**src/design/spq_pkg.sv**
```systemverilog
// Shared types and constants for the sorted priority queue.
// Holds the transaction structs, request and status codes and the
// controller-to-datapath command struct. No dependencies.
package spq_pkg;

  // Default number of cells and the capacity value after reset.
  localparam int unsigned DEPTH_DEFAULT = 16;
  localparam int unsigned CAP_W         = 5;
  localparam logic [CAP_W-1:0] CAP_RESET = 5'd16;

  // Request codes.
  localparam logic REQ_ENQ = 1'b0;
  localparam logic REQ_DEQ = 1'b1;

  // Result status codes.
  typedef enum logic [1:0] {
    STAT_OK    = 2'd0,
    STAT_FULL  = 2'd1,
    STAT_EMPTY = 2'd2
  } status_t;

  // One request transaction.
  typedef struct packed {
    logic        req_type;
    logic [9:0]  entry_id;
    logic [7:0]  remaining_count;
    logic [15:0] arrival_stamp;
  } in_item_t;

  // One result transaction.
  typedef struct packed {
    status_t     status;
    logic [3:0]  slot;
    logic [9:0]  head_id;
    logic [7:0]  head_count;
    logic [15:0] head_stamp;
    logic [4:0]  occupancy;
  } out_item_t;

  // Commands from the controller to the datapath.
  typedef struct packed {
    logic load_req;   // capture the accepted request
    logic latch_cmp;  // register per-cell compare results and refusal
    logic do_update;  // shift cells, update fill and load the result
  } spq_cmd_t;

endpackage

```
**src/design/spq_datapath.sv**
```systemverilog
// Datapath of the sorted priority queue: the row of sorted cells, the fill
// counter, the capacity register and the result register.
// Depends on spq_pkg; driven by commands from spq_ctrl.
module spq_datapath
  import spq_pkg::*;
#(
  parameter int unsigned DEPTH = DEPTH_DEFAULT
) (
  input  logic             clk,
  input  logic             rst_n,
  input  spq_cmd_t         cmd_i,
  input  in_item_t         in_item,
  input  logic             cfg_we,
  input  logic [CAP_W-1:0] cfg_wdata,
  output out_item_t        out_item
);

  localparam int unsigned IDX_W = $clog2(DEPTH);
  localparam int unsigned CNT_W = $clog2(DEPTH + 1);
  localparam int unsigned CMP_W = (CNT_W > CAP_W) ? CNT_W : CAP_W;

  // true when a held entry is served after the new one
  function automatic logic ranks_below(input logic [7:0]  cell_cnt,
                                       input logic [15:0] cell_stamp,
                                       input logic [7:0]  new_cnt,
                                       input logic [15:0] new_stamp);
    if (cell_cnt != new_cnt) begin
      return cell_cnt < new_cnt;
    end
    return cell_stamp > new_stamp;
  endfunction

  logic [CAP_W-1:0] cap_r;
  in_item_t         req_r;
  logic [9:0]       id_r    [DEPTH];
  logic [7:0]       cnt_r   [DEPTH];
  logic [15:0]      stamp_r [DEPTH];
  logic [CNT_W-1:0] fill_r;
  logic [CNT_W-1:0] fill_nxt;
  logic [DEPTH-1:0] below_r;
  logic [DEPTH-1:0] below_nxt;
  logic             refuse_r;
  logic             refuse_nxt;
  out_item_t        out_r;
  out_item_t        out_nxt;

  logic [CMP_W-1:0] limit;
  logic             full;
  logic [DEPTH-1:0] shift_in;
  logic [DEPTH-1:0] ins_here;
  logic [IDX_W-1:0] ins_idx;

  // Hold the capacity register
  always_ff @(posedge clk) begin
    if (!rst_n) begin
      cap_r <= CAP_RESET;
    end else if (cfg_we) begin
      cap_r <= cfg_wdata;
    end
  end

  // Capture the accepted request
  always_ff @(posedge clk) begin
    if (cmd_i.load_req) begin
      req_r <= in_item;
    end
  end

  // Limit in force is the smaller of capacity and the cell count
  always_comb begin
    limit = (CMP_W'(cap_r) < CMP_W'(DEPTH)) ? CMP_W'(cap_r) : CMP_W'(DEPTH);
    full  = CMP_W'(fill_r) >= limit;
  end

  // Compare the new entry against every occupied cell at once
  always_comb begin
    for (int i = 0; i < DEPTH; i++) begin
      below_nxt[i] = (CNT_W'(i) < fill_r) &&
                     ranks_below(cnt_r[i], stamp_r[i],
                                 req_r.remaining_count, req_r.arrival_stamp);
    end
    if (req_r.req_type == REQ_DEQ) begin
      refuse_nxt = (fill_r == '0);
    end else begin
      refuse_nxt = full;
    end
  end

  always_ff @(posedge clk) begin
    if (cmd_i.latch_cmp) begin
      below_r  <= below_nxt;
      refuse_r <= refuse_nxt;
    end
  end

  // Decode where each cell takes its next value from on an enqueue
  always_comb begin
    ins_idx = '0;
    for (int i = 0; i < DEPTH; i++) begin
      shift_in[i] = (i > 0) ? below_r[(i > 0) ? i - 1 : 0] : 1'b0;
      ins_here[i] = !shift_in[i] && (below_r[i] || (CNT_W'(i) == fill_r));
      if (ins_here[i]) begin
        ins_idx = ins_idx | IDX_W'(i);
      end
    end
  end

  // Next fill level and result
  always_comb begin
    fill_nxt = fill_r;
    out_nxt  = '0;
    if (req_r.req_type == REQ_DEQ) begin
      if (refuse_r) begin
        out_nxt.status = STAT_EMPTY;
      end else begin
        fill_nxt           = fill_r - 1'b1;
        out_nxt.status     = STAT_OK;
        out_nxt.head_id    = id_r[0];
        out_nxt.head_count = cnt_r[0];
        out_nxt.head_stamp = stamp_r[0];
      end
    end else begin
      if (refuse_r) begin
        out_nxt.status = STAT_FULL;
      end else begin
        fill_nxt       = fill_r + 1'b1;
        out_nxt.status = STAT_OK;
        out_nxt.slot   = 4'(ins_idx);
      end
    end
    out_nxt.occupancy = 5'(fill_nxt);
  end

  // Advance the fill counter
  always_ff @(posedge clk) begin
    if (!rst_n) begin
      fill_r <= '0;
    end else if (cmd_i.do_update) begin
      fill_r <= fill_nxt;
    end
  end

  // Shift the cells: toward the tail behind an insert, toward the head on a dequeue
  always_ff @(posedge clk) begin
    if (cmd_i.do_update && !refuse_r) begin
      if (req_r.req_type == REQ_DEQ) begin
        for (int i = 0; i < DEPTH - 1; i++) begin
          id_r[i]    <= id_r[i+1];
          cnt_r[i]   <= cnt_r[i+1];
          stamp_r[i] <= stamp_r[i+1];
        end
      end else begin
        for (int i = 0; i < DEPTH; i++) begin
          if (shift_in[i]) begin
            id_r[i]    <= id_r[(i > 0) ? i - 1 : 0];
            cnt_r[i]   <= cnt_r[(i > 0) ? i - 1 : 0];
            stamp_r[i] <= stamp_r[(i > 0) ? i - 1 : 0];
          end else if (ins_here[i]) begin
            id_r[i]    <= req_r.entry_id;
            cnt_r[i]   <= req_r.remaining_count;
            stamp_r[i] <= req_r.arrival_stamp;
          end
        end
      end
    end
  end

  // Load the result register
  always_ff @(posedge clk) begin
    if (cmd_i.do_update) begin
      out_r <= out_nxt;
    end
  end

  assign out_item = out_r;

`ifndef SYNTHESIS
  a_fill_bounded: assert property (@(posedge clk) disable iff (!rst_n)
    fill_r <= CNT_W'(DEPTH))
    else $error("fill level exceeds cell count");

  a_fill_only_on_update: assert property (@(posedge clk) disable iff (!rst_n)
    !cmd_i.do_update |=> $stable(fill_r))
    else $error("fill level changed outside an update");
`endif

endmodule

```
**src/design/spq_ctrl.sv**
```systemverilog
// Controller of the sorted priority queue: sequences accept, compare and
// update, and owns the input stall and the result valid flag.
// Depends on spq_pkg; drives spq_datapath through spq_cmd_t.
module spq_ctrl
  import spq_pkg::*;
(
  input  logic     clk,
  input  logic     rst_n,
  input  logic     in_valid,
  output logic     in_stall,
  output logic     out_valid,
  input  logic     out_stall,
  output spq_cmd_t cmd_o
);

  typedef enum logic [2:0] {
    ST_IDLE = 3'b001,
    ST_CMP  = 3'b010,
    ST_UPD  = 3'b100
  } state_t;

  state_t state_r;
  state_t state_nxt;
  logic   out_valid_r;
  logic   out_valid_nxt;
  logic   accept;
  logic   out_busy;

  assign in_stall = (state_r != ST_IDLE);
  assign accept   = in_valid && !in_stall;
  assign out_busy = out_valid_r && out_stall;

  // Sequence one transaction through compare and update
  always_comb begin
    state_nxt = state_r;
    case (state_r)
      ST_IDLE: begin
        if (accept) begin
          state_nxt = ST_CMP;
        end
      end
      ST_CMP: begin
        state_nxt = ST_UPD;
      end
      ST_UPD: begin
        if (!out_busy) begin
          state_nxt = ST_IDLE;
        end
      end
      default: begin
        state_nxt = ST_IDLE;
      end
    endcase
  end

  // Issue datapath commands
  always_comb begin
    cmd_o.load_req  = accept;
    cmd_o.latch_cmp = (state_r == ST_CMP);
    cmd_o.do_update = (state_r == ST_UPD) && !out_busy;
  end

  // Set valid on a new result, drop it once the result is taken
  always_comb begin
    out_valid_nxt = out_valid_r;
    if (cmd_o.do_update) begin
      out_valid_nxt = 1'b1;
    end else if (out_valid_r && !out_stall) begin
      out_valid_nxt = 1'b0;
    end
  end

  always_ff @(posedge clk) begin
    if (!rst_n) begin
      state_r     <= ST_IDLE;
      out_valid_r <= 1'b0;
    end else begin
      state_r     <= state_nxt;
      out_valid_r <= out_valid_nxt;
    end
  end

  assign out_valid = out_valid_r;

`ifndef SYNTHESIS
  a_accept_to_cmp: assert property (@(posedge clk) disable iff (!rst_n)
    accept |=> state_r == ST_CMP)
    else $error("accepted transaction did not enter compare");

  a_cmp_to_upd: assert property (@(posedge clk) disable iff (!rst_n)
    state_r == ST_CMP |=> state_r == ST_UPD)
    else $error("compare not followed by update");

  a_update_sets_valid: assert property (@(posedge clk) disable iff (!rst_n)
    cmd_o.do_update |=> out_valid_r && state_r == ST_IDLE)
    else $error("update did not present a result");
`endif

endmodule

```
**src/design/sorted_priority_queue.sv**
```systemverilog
// Sorted priority queue: a row of DEPTH cells kept in priority order, with
// an insert/remove sequencer. Depends on spq_pkg, spq_ctrl and spq_datapath.
//
// Each request transaction passes through accept, a compare step in which
// every occupied cell is compared with the new entry in parallel, and an
// update step in which the cells shift and the result register is loaded.
// The next request is taken the cycle after the update, while the previous
// result may still wait in the output register; the update waits as long
// as an earlier result has not been taken. A larger remaining_count is
// served first, and on equal counts the smaller arrival_stamp; equal
// entries leave in arrival order. The capacity register (reset 16) caps
// the fill level at the smaller of capacity and DEPTH. The user must write
// it only while no transaction is in flight; the block does not enforce it.
module sorted_priority_queue
  import spq_pkg::*;
#(
  parameter int unsigned DEPTH = DEPTH_DEFAULT
) (
  input  logic             clk,
  input  logic             rst_n,
  input  logic             in_valid,
  output logic             in_stall,
  input  in_item_t         in_item,
  output logic             out_valid,
  input  logic             out_stall,
  output out_item_t        out_item,
  input  logic             cfg_we,
  input  logic [CAP_W-1:0] cfg_wdata
);

  spq_cmd_t cmd;

  spq_ctrl u_ctrl (
    .clk       (clk),
    .rst_n     (rst_n),
    .in_valid  (in_valid),
    .in_stall  (in_stall),
    .out_valid (out_valid),
    .out_stall (out_stall),
    .cmd_o     (cmd)
  );

  spq_datapath #(
    .DEPTH (DEPTH)
  ) u_datapath (
    .clk       (clk),
    .rst_n     (rst_n),
    .cmd_i     (cmd),
    .in_item   (in_item),
    .cfg_we    (cfg_we),
    .cfg_wdata (cfg_wdata),
    .out_item  (out_item)
  );

endmodule
```
**config.mk**
```make
export PLATFORM = sky130hd
export DESIGN_NAME = sorted_priority_queue
export DESIGN_NICKNAME = d
export VERILOG_FILES = /design/src/design/spq_pkg.sv /design/src/design/spq_datapath.sv /design/src/design/spq_ctrl.sv /design/src/design/sorted_priority_queue.sv
export SDC_FILE = /design/constraint.sdc
export NUM_CORES = 2
export LEC_CHECK = 0
export BUFFER_PORTS_ARGS = -buffer_cell sky130_fd_sc_hd__buf_2
export CAP_MARGIN = 10
export CORE_MARGIN = 4
export CORE_UTILIZATION = 65
export DETAILED_ROUTE_END_ITERATION = 8
export PLACE_DENSITY = 0.88
export SETUP_SLACK_MARGIN = 0.1
export SKIP_CTS_REPAIR_TIMING = 1
export SYNTH_ARGS = -nofsm -noshare
export SYNTH_HDL_FRONTEND = slang
export SYNTH_SLANG_ARGS = --single-unit
```
**constraint.sdc**
```tcl
create_clock -name clk -period 12.17 [get_ports clk]
set_input_delay 2.434 -clock clk [delete_from_list [all_inputs] [get_ports clk]]
set_output_delay 2.434 -clock clk [all_outputs]
set_load 0.05 [all_outputs]
```
Word-level counts from Yosys, hierarchy flattened
Memories as Yosys holds them, arrays and structs flattened.
Index checks and enable logic that the tools add are counted.
Word-level totals
  flip-flop bits (word level): 111
  RAM bits: 544
  input port bits: 45
  output and inout port bits: 47
  logic and storage cells: 583
  memories: 3
Memories
  u_datapath.stamp_r: depth 16, bits a word 16, rd ports 16, clocked after Yosys merged registers in 0, wr ports 16, line spq_datapath.sv:37  | logic [15:0] stamp_r [DEPTH];
  u_datapath.id_r: depth 16, bits a word 10, rd ports 16, clocked after Yosys merged registers in 0, wr ports 16, line spq_datapath.sv:35  | logic [9:0] id_r [DEPTH];
  u_datapath.cnt_r: depth 16, bits a word 8, rd ports 16, clocked after Yosys merged registers in 0, wr ports 16, line spq_datapath.sv:36  | logic [7:0] cnt_r [DEPTH];
Operators by class
  $add $sub $neg: 2
  order comparisons: 50
  equal/unequal tests: 37
  mux-type cells: 308
  bitwise operators: 91
  reductions and logical operators: 76
Operators with widths (number)
  16-bit 2-to-1 mux: 30
  10-bit 2-to-1 mux: 30
  16-bit greater-than comparator: 16
  8-bit 2-to-1 mux: 30
  1-bit 2-to-1 mux: 195
  8-bit < comparator: 16
  8-bit inequality test: 16
  1-bit OR: 90
  4-bit by 5-bit == test with 1-bit output (first input constant): 8
  4-bit by 5-bit < comparator with 1-bit output (first input constant): 8
  1-bit logical AND: 36
  4-bit 2-to-1 mux: 8
  3-bit by 5-bit == test with 1-bit output (first input constant): 4
  3-bit by 5-bit < comparator with 1-bit output (first input constant): 4
  5-bit 2-to-1 mux: 4
  1-bit logical NOT: 19
  3-bit 2-to-1 mux: 6
  1-bit logical OR: 16
  2-bit by 5-bit == test with 1-bit output (first input constant): 2
  1-bit by 5-bit < comparator with 1-bit output (first input constant): 2
  2-bit by 5-bit < comparator with 1-bit output (first input constant): 2
  3-bit one-hot mux with 3 select lines: 1
  2-bit 2-to-1 mux: 4
  5-bit by 1-bit adder with 5-bit output (second input constant): 1
  15 further kinds: 16

Longest topological paths before layout
  depth after elaboration: 18
  depth in mapped cells: 10
  gate-level depth less buffers: 8

By module
A second synthesis with hierarchy kept.
Second synthesis, totals
  cell total of the unflattened synthesis: 3739
  area total of the unflattened synthesis: 40437.5 um2
By module, submodules not included
  spq_datapath: times used 1, cells each 3718, area an instance 40239.8 um2, seq. area each 19448.7 um2
  spq_ctrl: times used 1, cells each 21, area an instance 197.7 um2, seq. area each 80.1 um2

Worst setup path after synthesis
No wires, ideal clock.
  path kind: input to register
  from: in out_stall
  to: mem u_datapath.cnt_r[10][0] (netlist: u_datapath.cnt_r[0][80]), enable pin
  setup time: 0.472 ns
  arrival time: 6.104 ns
  required time: 11.698 ns
  setup slack: 5.594 ns
  stages on the path: 5
  buffers on the path: 0
  cells stage by stage: nand2_1 -> nand2b_4 -> clkinv_1 -> nand2b_1 -> o21ai_0
RTL lines
  start, declared: line sorted_priority_queue.sv:25  | input logic out_stall,
  end, declared: line spq_datapath.sv:36

==> flow_summary.yaml <==
worst_hold_path:
  holdPathStages: 2
  min_to: "u_datapath.id_r[14][1]"
  hp-class: "reg -> reg"
  holdCritStartpoint: "u_datapath.id_r[15][1]"
timing:
  setup_violations: 0
  tightest_slew_ps: 1220
  rsz0062_at_grt: "false"
  drv_slew: 0
  finalSetupTns_ps: 0
  final.min_clock_period_ps: 5080
  slew_headroom_pct: 18.1
  max_clock_freq_ghz: 0.197
  fin_crit_sh_pct: 41.7
  finClkSkew_ps: 18.7
  hold_viol: 0
placement:
  gp_congestion: 0.916
  io_buffers: 91
  placed_cells: 4575
  hpwl_mm: 77.5
critical_path:
  r2r_start: "u_datapath.req_r[34]"
  reg2reg_depth: 7
  critPathMaxFanout: 56
  slowest_delay_ps: 880
  reg2reg_slack_ps: 8180
  startpoint_type: "input pin"
  crit_path_end_kind: "register"
  cp_slowest_cell: "nor2_4"
  cp_top_family: "simple AND/OR/NAND/NOR gates"
  cp.required_ps: 12630
  path_class: "in -> reg"
  arrival_ps: 5540
  path_cells: "buf_2, nand2_1, nand2b_4, or2_4, buf_4, buf_4, nor2_4, o22ai_1, o21ai_0"
  rr_endpoint: "u_datapath.id_r[1][9]"
  crit_buf_inv: 3
  path_common_cell: "buf_4"
layout:
  num_antenna_cells: 0
  area_delta_synth_final_pct: 8.08
  nNetsFinal: 4306
  finalNonFillerCells: 4706
  fillCellCount: 3995
  layout-drive-gt1-share_pct: 8.49
floorplanning:
  rows: 90
  start_util_pct: 65.8
  core_area_sq_mm: 0.0605
  num_io_pins: 92
  dieWidth_microns: 255
  dieArea_sq_mm: 0.0653
  die_y_microns: 255
yosys:
  synth.cell_area_sq_mm: 0.0398
  synth.most_common_cell: "edfxtp_1"
  postSynthRegisterBits: 655
  syn_inst: 3911
  synth_top_area_share_pct: 48.3
  synthFlopType: "edfxtp_1"
  synthTopCellsByCount: "641 x edfxtp_1, 585 x nand2_1, 394 x ha_1"
  synth_cell_types: 65
  ys_warn_count: 0
  avgSynthCellArea_sq_um: 10.2
  syn-num-nets: 4350
  synth_top_area_cell: "edfxtp_1"
  yosys-top-cells-area: "edfxtp_1 48%, ha_1 12%, nand2_1 5.5%, o21ai_0 4.9%, nand3_1 4.0%"
  synth_edf_count: 641
  ys_async_sr_fraction_pct: 0
  yosysSeqAreaShare_pct: 49.0
routing:
  drtIter0Drc: 5184
  routedWlPerCell_microns: 24.3
  dr_total_vias: 33900
  drt_pass1_iterations: 9
  ant_nets: 0
  viasPerCell: 7.20
  drcViolationCount: 0
  wl_mm: 115
clocking:
  clkLatencyLatePin_ps: 640
  clock_path_buffers: 3
  cts_buffers: 71
  root_buffer: "clkbuf_16"
  cts.clk_slew.worst_paths_ps: 60
  clock-sinks: 655
  ctsHtreeMaxLevel: 3
  cts_tree: "built"
power_and_ir_drop:
  p_leak_nw: 16.7
  ir_worst_vdd_uv: 122
  powerDensity_mw_per_mm2: 113
global_route:
  grt-ovfl-total: 0
  grt_pass1_vias: 32800
  grt_first_pass_wirelength_mm: 179
  grtUsageTotal_pct: 33.8
  antenna_found_initial: 1
  grt_max_degree: 101
run:
  max_cap_viol_count: 0
status:
  status: "finished clean"
==> power by group <==
| part | switching (mW) | internal [mW] |
|---|---|---|
| registers | 0.0479 | 2.46 |
| clock network | 0.934 | 1.16 |
| logic | 0.173 | 0.102 |
==> layout make-up <==
| cell class | count | area, sq um | share of cell area (%) |
|---|---|---|---|
| Sequential cell | 655 | 19500 | 45.4 |
| Multi-Input combinational cell | 2902 | 19100 | 44.3 |
| Clock buffer | 94 | 1880 | 4.38 |
| Tap cell | 782 | 978 | 2.27 |
| Timing Repair Buffer | 158 | 971 | 2.26 |
| Inverter | 79 | 297 | 0.689 |
| Clock inverter | 36 | 293 | 0.680 |
==> worst max-delay path by stage <==
stage	cells past startpoint	slack, ps	start	end
2_1_floorplan	5	5590	out_stall	u_datapath.cnt_r[0][80]
3_3_place_gp	7	6750	out_stall	u_datapath.id_r[10][2]
3_5_place_dp	7	6600	out_stall	u_datapath.id_r[10][5]
4_1_cts	9	7190	out_stall	u_datapath.id_r[1][9]
5_1_grt	9	6980	out_stall	u_datapath.id_r[1][9]
6_report	9	7090	out_stall	u_datapath.id_r[1][9]
==> kinds of logic after synthesis <==
| kind of cell | after synthesis | synth area share [%] |
|---|---|---|
| adder cells (fa/ha/maj) | 394 | 12.4 |
| AND/OR/NAND/NOR | 1292 | 15.1 |
| multiplexers | 142 | 3.71 |
| XOR/XNOR | 9 | 0.198 |
| buffers and inverters | 354 | 3.57 |
| flip-flops | 655 | 49.0 |
| AO/OA/AOI/OAI | 1065 | 16.0 |
==> metal layers <==
layer  part of all wire [%]  track usage (%)  vias up
li1                       -                -    14700
met5                      0                0        -
met1                     37             45.1    15900
met2                     46             54.0     2702
met3                     12             6.28      532
met4                    5.4             15.9        0
==> metrics by stage <==
stage | setup WS (ps) | utilization (%) | power (mW) | hold slack (ps) | area [sq um]
floorplan | 5590 | - | 2.71 | 472 | 39800
global placement | 6750 | 67.5 | 2.79 | 491 | 40800
detailed placement | 6600 | 67.5 | 2.81 | 507 | 40800
CTS | 7190 | 71.1 | 4.86 | 531 | 43000
global route | 6980 | 71.2 | 4.99 | 553 | 43000
finish | 7090 | 71.2 | 4.88 | 533 | 43000
==> state kept, by name (all words and copies together), names as in the netlist <==
signal,cells
u_datapath.req_r,35
u_datapath.out_item,45
u_datapath.refuse_r,1
u_datapath.cap_r,5
u_datapath.below_r,16
u_datapath.cnt_r,128
u_ctrl.state_r,3
u_datapath.fill_r,5
u_datapath.stamp_r,256
u_datapath.id_r,160
u_ctrl.out_valid,1
==> cell usage in the layout, fill, tap and decap left out, types with 18 or more instances in the layout <==
cell         n
edfxtp_1   641
nand2_1    580
ha_1       394
o21ai_0    384
nand3_1    320
a22oi_1    202
a21oi_1    189
o22ai_1    105
nor2_1     104
mux2i_1     98
buf_2       91
nand4_1     85
inv_1       78
clkbuf_16   71
buf_4       66
and2_1      44
nor2b_1     44
o21ai_1     40
a21o_1      34
mux2_2      32
o211ai_1    28
a211oi_1    23
nor3_1      22
nand2b_1    21
clkbuf_1    21
clkinv_1    18
==> worst min-delay path, stage by stage, from the launching register on <==
cell and delay (ps):
edfxtp_1 320, nand2_1 50, nand3_1 60
Note: power is estimated with default switching activity, not from simulation.
